--- src/hw/rtl/tcp_handshake_latency_tracker_top_macros.svh ---
// Assertion macros for the handshake latency tracker.
// Used by the sequencer; compiled out when SYNTHESIS is defined.
`ifndef TCP_HANDSHAKE_LATENCY_TRACKER_TOP_MACROS_SVH
`define TCP_HANDSHAKE_LATENCY_TRACKER_TOP_MACROS_SVH
`ifndef SYNTHESIS
`define TCPHLT_ASSERT_NOW(label, clk, rst, ante, cons) \
  label: assert property (@(posedge clk) disable iff (rst) (ante) |-> (cons)) \
    else $error("tcphlt assertion failed");
`define TCPHLT_ASSERT_NEXT(label, clk, rst, ante, cons) \
  label: assert property (@(posedge clk) disable iff (rst) (ante) |=> (cons)) \
    else $error("tcphlt assertion failed");
`else
`define TCPHLT_ASSERT_NOW(label, clk, rst, ante, cons)
`define TCPHLT_ASSERT_NEXT(label, clk, rst, ante, cons)
`endif
`endif

--- src/hw/rtl/tcphlt_pkg.sv ---
// Shared types and constants of the handshake latency tracker.
// No dependencies; RTL uses scoped names; the bench imports it.
package tcphlt_pkg;

  localparam int ENTRIES = 256;
  localparam int IDX_W   = $clog2(ENTRIES);
  localparam int CNT_W   = IDX_W + 1;

  localparam logic [15:0] ETHERTYPE_IPV4 = 16'h0800;
  localparam logic [7:0]  PROTO_TCP      = 8'd6;
  localparam logic [7:0]  FLAG_SYN       = 8'h02;
  localparam logic [7:0]  FLAG_ACK       = 8'h10;
  localparam logic [7:0]  FLAG_SYNACK    = 8'h12;

  localparam int TIME_W = 62;

  typedef struct packed {
    logic [15:0] ether_type;
    logic [7:0]  ip_protocol;
    logic [7:0]  tcp_flag_bits;
    logic [31:0] source_address;
    logic [31:0] dest_address;
    logic [15:0] source_port;
    logic [15:0] dest_port;
    logic [31:0] stamp_seconds;
    logic [29:0] stamp_nanoseconds;
  } in_item_t;

  typedef struct packed {
    logic [31:0] flow_source;
    logic [31:0] flow_dest;
    logic [15:0] flow_source_port;
    logic [15:0] flow_dest_port;
    logic [31:0] syn_seconds;
    logic [29:0] syn_nanoseconds;
    logic [31:0] synack_seconds;
    logic [29:0] synack_nanoseconds;
    logic [31:0] ack_seconds;
    logic [29:0] ack_nanoseconds;
  } out_item_t;

  typedef struct packed {
    logic [31:0] src;
    logic [31:0] dst;
    logic [15:0] sport;
    logic [15:0] dport;
  } flow_key_t;

  // seconds in the upper 32 bits, nanoseconds in the lower 30
  typedef logic [TIME_W-1:0] stamp_t;

  typedef enum logic [1:0] {
    OP_NONE,
    OP_SYN,
    OP_SYNACK,
    OP_ACK
  } op_t;

  typedef enum logic {
    ST_IDLE,
    ST_SCAN
  } state_t;

  typedef struct packed {
    logic             key_we;
    logic             syn_we;
    logic             synack_we;
    logic             set_valid;
    logic             clr_valid;
    logic [IDX_W-1:0] addr;
    flow_key_t        key;
    stamp_t           syn_time;
    stamp_t           synack_time;
  } store_wr_t;

  typedef struct packed {
    logic             live;
    logic             vld;
    logic [IDX_W-1:0] idx;
    flow_key_t        key;
    stamp_t           syn_time;
    stamp_t           synack_time;
  } store_rd_t;

endpackage

--- src/hw/rtl/tcphlt_seq.sv ---
// Sequencer: classifies a packet, walks the table through one shared key
// comparator, then updates the slot or emits the record. Uses tcphlt_pkg.
`include "tcp_handshake_latency_tracker_top_macros.svh"
module tcphlt_seq (
  input  logic                         clk,
  input  logic                         rst,
  input  logic                         start,
  output logic                         busy,
  input  tcphlt_pkg::in_item_t         item,
  output logic                         rd_en,
  output logic [tcphlt_pkg::IDX_W-1:0] rd_addr,
  input  tcphlt_pkg::store_rd_t        rd,
  output tcphlt_pkg::store_wr_t        wr,
  output logic                         result_strobe,
  output tcphlt_pkg::out_item_t        result
);

  localparam logic [tcphlt_pkg::CNT_W-1:0] CNT_END =
    tcphlt_pkg::CNT_W'(tcphlt_pkg::ENTRIES);
  localparam logic [tcphlt_pkg::IDX_W-1:0] LAST_IDX =
    tcphlt_pkg::IDX_W'(tcphlt_pkg::ENTRIES - 1);

  tcphlt_pkg::state_t             state, state_next;
  tcphlt_pkg::op_t                op, op_in;
  tcphlt_pkg::flow_key_t          skey;
  tcphlt_pkg::stamp_t             now;
  logic [tcphlt_pkg::CNT_W-1:0]   cnt;
  logic                           free_found;
  logic [tcphlt_pkg::IDX_W-1:0]   free_idx;
  logic [7:0]                     sa;
  logic                           accept, hit, last, free_any;
  logic [tcphlt_pkg::IDX_W-1:0]   free_sel;

  assign accept = start && !busy;
  assign sa     = item.tcp_flag_bits & tcphlt_pkg::FLAG_SYNACK;

  always_comb begin
    op_in = tcphlt_pkg::OP_NONE;
    if (item.ether_type == tcphlt_pkg::ETHERTYPE_IPV4 &&
        item.ip_protocol == tcphlt_pkg::PROTO_TCP) begin
      case (sa)
        tcphlt_pkg::FLAG_SYN:    op_in = tcphlt_pkg::OP_SYN;
        tcphlt_pkg::FLAG_SYNACK: op_in = tcphlt_pkg::OP_SYNACK;
        tcphlt_pkg::FLAG_ACK:    op_in = tcphlt_pkg::OP_ACK;
        default:                 op_in = tcphlt_pkg::OP_NONE;
      endcase
    end
  end

  // shared comparator on the entry read back last cycle
  assign hit      = rd.live && rd.vld && (rd.key == skey);
  assign last     = rd.live && (rd.idx == LAST_IDX);
  assign free_any = free_found || (rd.live && !rd.vld);
  assign free_sel = free_found ? free_idx : rd.idx;

  assign rd_en   = (state == tcphlt_pkg::ST_SCAN) && (cnt < CNT_END);
  assign rd_addr = cnt[tcphlt_pkg::IDX_W-1:0];
  assign busy    = (state != tcphlt_pkg::ST_IDLE);

  always_comb begin
    state_next     = state;
    wr             = '0;
    wr.addr        = rd.idx;
    wr.key         = skey;
    wr.syn_time    = now;
    wr.synack_time = now;
    case (state)
      tcphlt_pkg::ST_IDLE: begin
        if (start && op_in != tcphlt_pkg::OP_NONE) begin
          state_next = tcphlt_pkg::ST_SCAN;
        end
      end
      tcphlt_pkg::ST_SCAN: begin
        if (hit) begin
          state_next = tcphlt_pkg::ST_IDLE;
          case (op)
            tcphlt_pkg::OP_SYN: begin
              wr.syn_we      = 1'b1;
              wr.synack_we   = 1'b1;
              wr.synack_time = '0;
            end
            tcphlt_pkg::OP_SYNACK: wr.synack_we = 1'b1;
            tcphlt_pkg::OP_ACK:    wr.clr_valid = 1'b1;
            default: ;
          endcase
        end else if (last) begin
          state_next = tcphlt_pkg::ST_IDLE;
          // insert a new flow at the lowest free slot, drop when full
          if (op == tcphlt_pkg::OP_SYN && free_any) begin
            wr.addr        = free_sel;
            wr.key_we      = 1'b1;
            wr.syn_we      = 1'b1;
            wr.synack_we   = 1'b1;
            wr.synack_time = '0;
            wr.set_valid   = 1'b1;
          end
        end
      end
      default: state_next = tcphlt_pkg::ST_IDLE;
    endcase
  end

  always_ff @(posedge clk) begin
    if (rst) begin
      state <= tcphlt_pkg::ST_IDLE;
    end else begin
      state <= state_next;
    end
  end

  always_ff @(posedge clk) begin
    if (rst) begin
      cnt        <= '0;
      op         <= tcphlt_pkg::OP_NONE;
      free_found <= 1'b0;
    end else if (accept) begin
      cnt        <= '0;
      op         <= op_in;
      free_found <= 1'b0;
    end else if (state == tcphlt_pkg::ST_SCAN) begin
      if (rd_en) begin
        cnt <= cnt + 1'b1;
      end
      if (rd.live && !rd.vld && !free_found) begin
        free_found <= 1'b1;
      end
    end
  end

  always_ff @(posedge clk) begin
    if (accept) begin
      now <= {item.stamp_seconds, item.stamp_nanoseconds};
      if (op_in == tcphlt_pkg::OP_SYNACK) begin
        skey <= '{src: item.dest_address, dst: item.source_address,
                  sport: item.dest_port, dport: item.source_port};
      end else begin
        skey <= '{src: item.source_address, dst: item.dest_address,
                  sport: item.source_port, dport: item.dest_port};
      end
    end
    if (state == tcphlt_pkg::ST_SCAN && rd.live && !rd.vld && !free_found) begin
      free_idx <= rd.idx;
    end
  end

  always_ff @(posedge clk) begin
    if (rst) begin
      result_strobe <= 1'b0;
    end else begin
      result_strobe <= (state == tcphlt_pkg::ST_SCAN) && hit &&
                       (op == tcphlt_pkg::OP_ACK);
    end
  end

  always_ff @(posedge clk) begin
    result.flow_source        <= rd.key.src;
    result.flow_dest          <= rd.key.dst;
    result.flow_source_port   <= rd.key.sport;
    result.flow_dest_port     <= rd.key.dport;
    result.syn_seconds        <= rd.syn_time[61:30];
    result.syn_nanoseconds    <= rd.syn_time[29:0];
    result.synack_seconds     <= rd.synack_time[61:30];
    result.synack_nanoseconds <= rd.synack_time[29:0];
    result.ack_seconds        <= now[61:30];
    result.ack_nanoseconds    <= now[29:0];
  end

  `TCPHLT_ASSERT_NOW(a_strobe_after_scan, clk, rst, result_strobe, $past(state == tcphlt_pkg::ST_SCAN))
  `TCPHLT_ASSERT_NOW(a_strobe_only_ack, clk, rst, result_strobe, $past(op == tcphlt_pkg::OP_ACK))
  `TCPHLT_ASSERT_NEXT(a_acted_goes_busy, clk, rst, accept && op_in != tcphlt_pkg::OP_NONE, busy)
  `TCPHLT_ASSERT_NOW(a_cnt_in_range, clk, rst, state == tcphlt_pkg::ST_SCAN, cnt <= CNT_END)
  `TCPHLT_ASSERT_NOW(a_one_valid_op, clk, rst, wr.set_valid, !wr.clr_valid && !hit)

endmodule

--- config.mk ---
export PLATFORM = sky130hd
export DESIGN_NAME = tcphlt_seq
export DESIGN_NICKNAME = d
export VERILOG_FILES = /design/src/hw/rtl/tcphlt_pkg.sv /design/src/hw/rtl/tcphlt_seq.sv
export VERILOG_INCLUDE_DIRS = /design/src /design/src/hw/rtl
export SDC_FILE = /design/constraint.sdc
export NUM_CORES = 1
export LEC_CHECK = 0
export ABC_AREA = 1
export BUFFER_PORTS_ARGS = -buffer_cell sky130_fd_sc_hd__buf_4
export CORE_AREA = 10 10 357 359
export DETAILED_ROUTE_END_ITERATION = 10
export DIE_AREA = 0 0 367 369
export SLEW_MARGIN = 20
export SYNTH_ARGS = -nofsm -noshare
export SYNTH_HDL_FRONTEND = slang
export SYNTH_SLANG_ARGS = --single-unit
--- constraint.sdc ---
create_clock -name clk -period 10.7 [get_ports clk]
set_input_delay 0 -clock clk [delete_from_list [all_inputs] [get_ports clk]]
set_output_delay 0 -clock clk [all_outputs]
set_load 0.1 [all_outputs]
==> results by group, run 1 <==
CTS
  – Clock latency on the worst-skew pair: 0.65 ns
  – Clock-pin slew on the worst setup and hold paths: 0.07 ns
  – Clk sinks: 462
  – Clock buffer depth: 3
  – Root Driver: clkbuf_16
  – Post-CTS Setup Bufs: 0
  – CTS tree: yes
  – Total CTS buffers: 57
  – Post-CTS sizing: 0
  – H-tree levels: 2

Worst setup path
  – Kind of critical path: reg2out
  – Critical path peak fanout: 63
  – Reg-to-reg startpoint: wr[140]
  – Data required, critical path: 10.70 ns
  – Reg2reg end: busy
  – Crit path capture type: output pin
  – Register-to-register setup slack: 6.85 ns
  – Nature of the critical path startpoint: flop
  – Worst EP arrival: 4.76 ns
  – Worst R2R Path Depth: 12

Synth
  – Top-count cell post-synth: nand2_1
  – Synth area leaders: dfxtp_1, edfxtp_1, nand2_1, inv_1, nand3_1
  – Fraction of registers with async set/reset: 0%
  – Ys flop type: dfxtp_1
  – EDFF count, synth: 166
  – Synthesized Nets: 2470
  – Yosys warnings: 0
  – Synthesis-stage register bit count: 462
  – Gate Count Post-Synth: 2041
  – Synth area leader: dfxtp_1
  – Synth top cells by count: nand2_1, dfxtp_1, inv_1
  – Seq/Total Area, Yosys: 62.1%
  – Yosys top cell area share: 33.7%
  – Cell variety after synth: 29
  – Syn Std Cell Area: 17600 sq um
  – Avg Cell Area, Syn: 8.61 sq um

GRT
  – GR met3 Demand/Resource: 5.63%
  – Top Usage Layer GRT: met2
  – Largest net degree at the start of global routing: 193
  – Global-route wire length before repair: 161000 microns
  – Met1 Usage GRT: 20.0%
  – Initial antenna violation count: 47
  – Total GRT Usage: 16.5%
  – GR Overflow Total: 0
  – Vias in the first global route: 20.7k
  – Global routing usage on met2: 26.7%

Cells and area
  – Synthesis-to-finish area growth: 98.0%
  – Non-Filler Instances: 5288
  – Fillcell total: 12.3k
  – Ratio of cells with drive above 1 in the final layout: 29.1%
  – Nets: 4041

Drt
  – Vias/cell: 3.93
  – DR pass1 iterations: 7
  – # DRC: 0
  – Wire per inst: 22.4 microns
  – DR vias: 20.8k
  – Post-Route WL: 119000 microns
  – Post-route ant nets: 0
  – 1st-iter DRT viols: 2350

Power
  – PwrDens: 159 nW/um^2
  – Comb power frac: 26.9%
  – P_sw: 2020 uW
  – Seq pwr share: 35.9%
  – Sw frac: 36.6%
  – Internal: 3510 uW
  – Clock group share of total power: 37.2%
  – Pleak: 0.0170 uW
  – Peak supply drop: 0.000192 V

Timing
  – Upper clock frequency limit: 210 MHz
  – Worst Max-Slew Pin Slew: 1.05 ns
  – Unrepaired setup endpoints after global routing: no
  – Max_slew headroom: 29.3%
  – TNS Setup: 0 ns
  – Setup Viol. Count Final: 0
  – Final hold vios: 0
  – Final Slew Violations: 0
  – Setup Skew: 0.0298 ns
  – Period utilisation layout: 44.5%
  – Final Critical Period: 4.76 ns

Min path
  – Hold-critical path endpoint: result[177]
  – Hold depth: 2
  – Worst Hold Class: in2reg
  – Hold Startpoint: rd[115]

Run
  – Max Cap Viol: 0

Die
  – Die Area: 135000 sq um
  – Initial core utilization: 14.7%
  – Core area: 120000 sq um
  – Chip width: 367 microns
  – Num rows: 127
  – Die height: 369 microns
  – I/O pins: 949

Placement
  – Post-Place Cells: 4527
  – Gp weighted congestion: 0.920
  – HPWL Detailed: 90700 microns
  – Port buffer count: 942

Outcome
  – Status: complete, no violations
-- critical path: stages (launching register included) --
cell,delay (ns)
edfxtp_1,0.48
nand2_1,0.15
nand2_1,0.07
nor2_1,0.24
nand2_1,0.08
nor2_1,0.34
nand3_1,0.20
nor2_4,0.11
buf_4,0.62
nand3_4,0.54
buf_4,0.50
nand2_1,0.13
nand3_1,0.08
nand2_1,0.17
buf_4,0.32
-- how the worst max path moves through the flow --
stage | start | endpoint | slack (ns) | cells after the start
2_1_floorplan | busy | cnt[0] | 5.55 | 7
3_3_place_gp | wr[140] | wr[44] | 6.63 | 14
3_5_place_dp | wr[140] | wr[44] | 6.53 | 14
4_1_cts | wr[140] | wr[44] | 5.77 | 14
5_1_grt | wr[176] | wr[44] | 5.58 | 14
6_report | wr[140] | wr[44] | 5.94 | 14
-- per-layer routing --
metal	share of wire (%)	routed length [microns]	up-vias
li1	-	-	9535
met1	39	46600	9799
met2	46	54500	1197
met3	10	12300	231
met4	4.1	4920	40
met5	0.21	254	-
-- cells in the final DEF (no fill, tap or decap), drive strengths merged, types with 4 or more instances in the layout --
cell	Yosys	final
a21oi	12	12
buf	32	951
clkbuf	45	77
clkinv	0	15
dfxtp	296	296
diode	0	15
dlygate4sd3	0	638
edfxtp	166	166
ha	6	6
inv	298	310
nand2	735	735
nand3	148	148
nand3b	5	5
nand4	37	37
nor2	119	119
nor3	9	9
nor4	4	4
o21ai	108	108
xnor2	12	12
xor2	4	4
-- power by group through the flow --
stage          Clock, uW  Combinational, uW  Sequential, uW
4_1_cts             2110               1480            1980
5_1_grt             2180               1540            1990
3_3_place_gp           0               1280            2020
2_1_floorplan          0                226            2640
3_5_place_dp           0               1280            2020
6_report            2060               1490            1990
-- logic make-up after synthesis --
group	synth area share [%]
compound gates	3.51
xor+xnor	0.797
fa+ha+maj	0.427
buf+inv	8.55
simple gates	24.6
flops	62.1
-- state kept, by name (all words and copies together), names as in the netlist --
register       count
busy               1
cnt                9
free_found         1
free_idx           8
now               62
op                 2
result           282
result_strobe      1
wr                96
-- layout make-up --
cell class	count	area [sq um]	area share, %
clock buffer	77	1680	4.82
clock inverter	31	315	0.906
multi-input combinational	1204	5170	14.8
antenna	15	37.5	0.108
tap	1612	2020	5.80
timing repair buffer	1589	13500	38.9
sequential	462	10900	31.4
inverter	298	1130	3.24
-- per-stage QoR --
stage	hold slack (ns)	util (%)	power, uW	worst slack [ns]	cell area (sq um)
CTS	0.000973	29.0	5580	5.77	34800
global placement	0.104	22.0	3300	6.63	26400
finish	0.0425	29.0	5540	5.94	34800
floorplan	0.0277	-	2870	5.55	17600
global route	0.00729	29.0	5710	5.58	34800
detailed placement	0.105	22.0	3300	6.53	26400
-- what timing repair did --
| item | in CTS | in global routing |
|---|---|---|
| endpoints found under the setup margin | 0 | 0 |
| hold endpoints to repair | 408 | 0 |
| hold buffers | 638 | 0 |
Note: power is estimated with default switching activity, not from simulation.
==> run 2: changes to the inputs <==
--- a/config.mk
+++ b/config.mk
@@ -8,9 +8,9 @@
 export LEC_CHECK = 0
 export ABC_AREA = 1
 export BUFFER_PORTS_ARGS = -buffer_cell sky130_fd_sc_hd__buf_4
-export CORE_AREA = 10 10 357 359
+export CORE_AREA = 10 10 364 366
 export DETAILED_ROUTE_END_ITERATION = 10
-export DIE_AREA = 0 0 367 369
+export DIE_AREA = 0 0 374 376
 export SLEW_MARGIN = 20
 export SYNTH_ARGS = -nofsm -noshare
 export SYNTH_HDL_FRONTEND = slang
==> constraint.sdc (replaced) <==
create_clock -name clk -period 3.9 [get_ports clk]
set_input_delay 0 -clock clk [delete_from_list [all_inputs] [get_ports clk]]
set_output_delay 0 -clock clk [all_outputs]
set_load 0.1 [all_outputs]
==> results by group, run 2 (synthesis gave the netlist of run 1 again) <==
Outcome
  – Status: complete, no violations

Die
  – Chip width: 374 microns (+1.9%)
  – Initial core utilization: 14.1% (-0.62 points)
  – Die Area: 141000 sq um (+3.8%)
  – Num rows: 130 (+2.4%)
  – Die height: 376 microns (+1.9%)
  – Core area: 125000 sq um (+4.4%)
  – I/O pins: 949 (unchanged)

Placement
  – Gp weighted congestion: 0.942 (+2.5%)
  – Port buffer count: 942 (unchanged)
  – HPWL Detailed: 91300 microns (+0.60%)

GRT
  – Vias in the first global route: 20.6k (-0.15%)
  – Total GRT Usage: 15.8% (-0.74 points)
  – GR Overflow Total: 0 (unchanged)
  – Initial antenna violation count: 37 (-21%)
  – Largest net degree at the start of global routing: 193 (unchanged)
  – Global-route wire length before repair: 159000 microns (-1.3%)

Cells and area
  – Most common cell after layout, fill and taps aside: buf_4
  – Ratio of cells with drive above 1 in the final layout: 29.7% (+0.63 points)
  – Fillcell total: 12.9k (+4.5%)
  – Most flop-heavy register: result
  – Most frequent cells in the layout: buf_4, nand2_1, dlygate4sd3_1
  – Max reg flops: 282 (unchanged)
  – Nets: 4029 (-0.30%)
  – Synthesis-to-finish area growth: 98.1% (about the same)

Timing
  – Period utilisation layout: 98.9%
  – Setup Viol. Count Final: 0 (unchanged)
  – Worst Max-Slew Pin Slew: 0.995 ns (-0.0549 ns)
  – Final hold vios: 0 (unchanged)
  – Setup Skew: 0.0474 ns (+0.0176 ns)
  – Upper clock frequency limit: 259 MHz
  – Final Slew Violations: 0 (unchanged)
  – Max_slew headroom: 33.4% (+4.2 points)
  – Final Critical Period: 3.86 ns
  – Unrepaired setup endpoints after global routing: yes
  – TNS Setup: 0 ns (unchanged)

CTS
  – CTS tree: yes
  – Root Driver: clkbuf_16
  – Clock latency on the worst-skew pair: 0.66 ns (about the same)
  – H-tree levels: 2 (unchanged)
  – Clk sinks: 462 (unchanged)
  – Clock-pin slew on the worst setup and hold paths: 0.07 ns (about the same)
  – Clock buffer depth: 3 (unchanged)
  – Total CTS buffers: 57 (unchanged)

Worst setup path
  – Crit path capture type: flop
  – Kind of critical path: in2reg
  – Data required, critical path: 4.29 ns (-6.41 ns)
  – Worst R2R Path Depth: 9 (-3)
  – Worst EP arrival: 4.24 ns (-0.52 ns)
  – Nature of the critical path startpoint: input port
  – Critical path peak fanout: 96 (+52%)

Drt
  – Vias/cell: 3.91 (-0.65%)
  – 1st-iter DRT viols: 1884 (-20%)
  – # DRC: 0 (unchanged)
  – Post-Route WL: 121000 microns (+1.9%)
  – Post-route ant nets: 0 (unchanged)
  – DR pass1 iterations: 6 (-1)
  – Wire per inst: 22.7 microns (+1.3%)
  – DR vias: 20.8k (-0.091%)

Power
  – Pleak: 0.0170 uW (-0.23%)
  – Power Total: 15300 uW (+180%)
  – Peak supply drop: 0.000394 V (+100%)
  – PwrDens: 440 nW/um^2 (+180%)

Min path
  – Worst Hold Class: in2reg
  – Hold depth: 2 (unchanged)

Run
  – Max Cap Viol: 0 (unchanged)
-- run 2: changes by cell type in the layout (fill, tap and decap cells not counted), moves of 6 or more --
cell and delta:
dlygate4sd3_1 -32, buf_4 +12, bufinv_16 +6, clkinv_2 -6
diode_2 +6, inv_6 +6
-- run 2: final timing paths --
kind                                start          to  slack [ns]
worst max-delay path            item[172]     wr[192]        0.04
worst min-delay path               rd[19]  result[81]        0.04
worst max register to register    wr[219]        busy        0.65
worst min register to register    now[43]  result[43]        0.44
-- run 2: per-layer routing --
metal  global-route usage (%)  up-vias  share of wire, %  routed length, microns
met2                     25.8     1254                46                   55800
met5                        0        -             0.097                     117
met3                     5.91      247                11                   13500
met1                     19.1     9742                39                   47500
li1                         -     9520                 -                       -
met4                     4.82       20               3.3                    4020
-- run 2: layout make-up --
type | count | area [sq um] | share of cell area, %
flip-flops and latches | 462 | 10900 | 31.3
multi-input cells | 1205 | 5200 | 14.9
diodes | 21 | 52.6 | 0.151
well taps | 1650 | 2060 | 5.93
repair buffers | 1576 | 13400 | 38.6
clock buffers | 72 | 1550 | 4.44
clock inverters | 34 | 484 | 1.39
inverters | 298 | 1120 | 3.22
-- run 2: per-stage QoR --
stage	area (sq um)	cells	hold WS [ns]	utilization (%)	setup slack, ns
global route	34800	5303	0.000181	27.8	-0.0557
finish	34800	5318	0.0441	27.8	0.0418
detailed placement	26500	4576	0.106	21.2	0.820
global placement	26500	4576	0.104	21.2	0.850
CTS	34600	5286	0.000232	27.7	0.0510
floorplan	17600	2041	0.0277	-	0.00313
-- run 2: repair_timing --
item                       CTS  global route
hold endpoints to repair   406             2
hold buffers               604             2
resized for setup            0            12
buffers inserted             0             6
setup endpoints to repair    0            95
-- run 2: where the power goes --
group          total [uW]  switching [uW]  internal [uW]  leakage (uW)
combinational        4060            2900           1160        0.0119
clock                5800            2410           3390      0.000971
sequential           5460             202           5260       0.00411
-- run 2: worst max-delay path, cell delays in order --
cell           delay [ns]
dlygate4sd3_1        0.54
buf_4                0.13
nor4_1               0.17
dlygate4sd3_1        0.59
nand2_1              0.05
dlygate4sd3_1        0.55
nor2_1               0.09
dlygate4sd3_1        0.55
buf_4                0.16
nand3b_1             0.15
buf_4                0.21
buf_6                0.33
o21ai_0              0.69
==> run 3: changes to the inputs <==
--- a/config.mk
+++ b/config.mk
@@ -11,6 +11,7 @@
 export CORE_AREA = 10 10 364 366
 export DETAILED_ROUTE_END_ITERATION = 10
 export DIE_AREA = 0 0 374 376
+export PLACE_DENSITY = 0.35
 export SLEW_MARGIN = 20
 export SYNTH_ARGS = -nofsm -noshare
 export SYNTH_HDL_FRONTEND = slang
==> results by group, run 3 (synthesis gave the netlist of run 1 again) <==
Outcome
  – Status: complete, no violations

Worst setup path
  – Worst EP arrival: 3.63 ns (-0.61 ns)
  – Most common cell on crit path: nand2_1
  – Crit path capture type: output pin
  – Data required, critical path: 3.90 ns (-0.39 ns)
  – Worst setup path startpoint: wr[176]
  – Critical path peak fanout: 62 (-35%)
  – Cells along the critical path: nand2_1, nand2_1, nor2_1, nand2_1, nor2_1, nand3_1, nor2_4, buf_6, nand3_1, nand3_1, nand2_1, buf_4
  – CP max stage delay: 0.47 ns (-0.22 ns)
  – Nature of the critical path startpoint: flop
  – Kind of critical path: reg2out
  – CP top delay family: simple AND/OR/NAND/NOR gates
  – Critical Path Slowest Stage Cell: buf_6
  – Reg-to-reg startpoint: wr[176]
  – Buf/Inv on CP: 2 (-6)

Die
  – I/O pins: 949 (unchanged)
  – Core area: 125000 sq um (unchanged)
  – Initial core utilization: 14.1% (unchanged)
  – Die Area: 141000 sq um (unchanged)
  – Num rows: 130 (unchanged)
  – Chip width: 374 microns (unchanged)
  – Die height: 376 microns (unchanged)

Drt
  – # DRC: 0 (unchanged)
  – Post-route ant nets: 0 (unchanged)
  – DR vias: 19.4k (-6.6%)
  – Wire per inst: 21.1 microns (-7.1%)
  – Vias/cell: 3.66 (-6.5%)
  – Post-Route WL: 112000 microns (-7.2%)
  – 1st-iter DRT viols: 1187 (-37%)
  – DR pass1 iterations: 6 (unchanged)

CTS
  – Total CTS buffers: 58 (+1.8%)
  – Clock buffer depth: 3 (unchanged)
  – Clock-pin slew on the worst setup and hold paths: 0.06 ns (about the same)
  – H-tree levels: 2 (unchanged)
  – Root Driver: clkbuf_16
  – Clock latency on the worst-skew pair: 0.65 ns (about the same)
  – Clk sinks: 462 (unchanged)
  – CTS tree: yes

Placement
  – Port buffer count: 942 (unchanged)
  – Setup WS pre-CTS: 0.861 ns (+0.0404 ns)
  – Gp weighted congestion: 0.840 (-11%)
  – HPWL Detailed: 88600 microns (-2.9%)

GRT
  – Initial antenna violation count: 20 (-46%)
  – Largest net degree at the start of global routing: 193 (unchanged)
  – Global-route wire length before repair: 154000 microns (-3.2%)
  – Total GRT Usage: 15.2% (-0.61 points)
  – Vias in the first global route: 19.9k (-3.4%)
  – GR Overflow Total: 0 (unchanged)

Timing
  – Final Slew Violations: 0 (unchanged)
  – Upper clock frequency limit: 275 MHz (+6.2%)
  – Max_slew headroom: 36.7% (+3.3 points)
  – Worst Max-Slew Pin Slew: 0.949 ns (-0.0452 ns)
  – Post-route setup slack: 0.266 ns (+0.224 ns)
  – Unrepaired setup endpoints after global routing: no
  – Final hold vios: 0 (unchanged)
  – Setup Skew: 0.0200 ns (-0.0274 ns)
  – Final Critical Period: 3.63 ns (-0.224 ns)
  – Setup Viol. Count Final: 0 (unchanged)
  – Period utilisation layout: 93.2% (-5.7 points)
  – TNS Setup: 0 ns (unchanged)

Power
  – Seq pwr share: 36.1% (+0.5 points)
  – Clock group share of total power: 37.2% (-0.7 points)
  – Internal: 9680 uW (-1.3%)
  – Sw frac: 35.8% (-0.27 points)
  – P_sw: 5390 uW (-2.4%)
  – Peak supply drop: 0.000320 V (-19%)
  – Pleak: 0.0170 uW (about the same)
  – Comb power frac: 26.6% (about the same)
  – PwrDens: 434 nW/um^2 (-1.5%)

Cells and area
  – Most common cell after layout, fill and taps aside: buf_4
  – Ratio of cells with drive above 1 in the final layout: 29.4% (-0.33 points)
  – Fillcell total: 13.3k (+3.6%)
  – Synthesis-to-finish area growth: 97.7%
  – Most flop-heavy register: result
  – Nets: 4034 (+0.12%)
  – Max reg flops: 282 (unchanged)
  – Most frequent cells in the layout: buf_4, nand2_1, dlygate4sd3_1

Min path
  – Hold Startpoint: rd[183]
  – Worst Hold Class: in2reg

Run
  – Max Cap Viol: 0 (unchanged)
[run 3: power groups by stage]
| stage | sequential (uW) | clock, uW | combinational [uW] |
|---|---|---|---|
| finish | 5440 | 5610 | 4010 |
| global route | 5470 | 6010 | 4180 |
| CTS | 5440 | 5830 | 4050 |
| detailed placement | 5540 | 0 | 3530 |
| global placement | 5540 | 0 | 3530 |
| floorplan | 7240 | 0 | 619 |
[run 3: path summary, 6_finish.rpt]
path,to,slack [ns],cells past startpoint
setup / recovery,wr[10],0.27,12
hold / removal,result[245],0.04,2
setup reg to reg,busy,0.72,11
hold reg to reg,result[10],0.46,0
[run 3: repair_timing]
item                                    CTS  global route
hold buffers                            618             0
setup buffers                             0             1
hold endpoints to repair                406             0
endpoints found under the setup margin    0            79
gates resized for setup                   0             6
[run 3: area by class of cell]
class / instances / area [sq um] / share of cell area (%)
flip-flops and latches: 462 / 10900 / 31.4
inverters: 298 / 1120 / 3.23
clock inverters: 24 / 251 / 0.724
multi-input cells: 1205 / 5200 / 15.0
clock buffers: 85 / 1710 / 4.92
diodes: 7 / 17.5 / 0.0504
well taps: 1650 / 2060 / 5.94
repair buffers: 1580 / 13500 / 38.7
[run 3: metal layers]
metal	vias up	GRT usage, %	share of wire, %
met2	642	26.8	50
met1	9135	18.2	41
met3	105	4.13	6.7
met4	14	3.22	1.9
met5	-	0	0.082
li1	9520	-	-
[run 3: per-stage QoR]
stage          area (sq um)  util [%]  cells  hold WS [ns]  power (uW)
2_1_floorplan         17600         -   2041        0.0277        7860
3_3_place_gp          26500      21.2   4575         0.104        9060
6_report              34700      27.8   5311        0.0446       15100
3_5_place_dp          26500      21.2   4575         0.106        9070
5_1_grt               34700      27.8   5307       0.00995       15700
4_1_cts               34700      27.7   5302      0.000139       15300
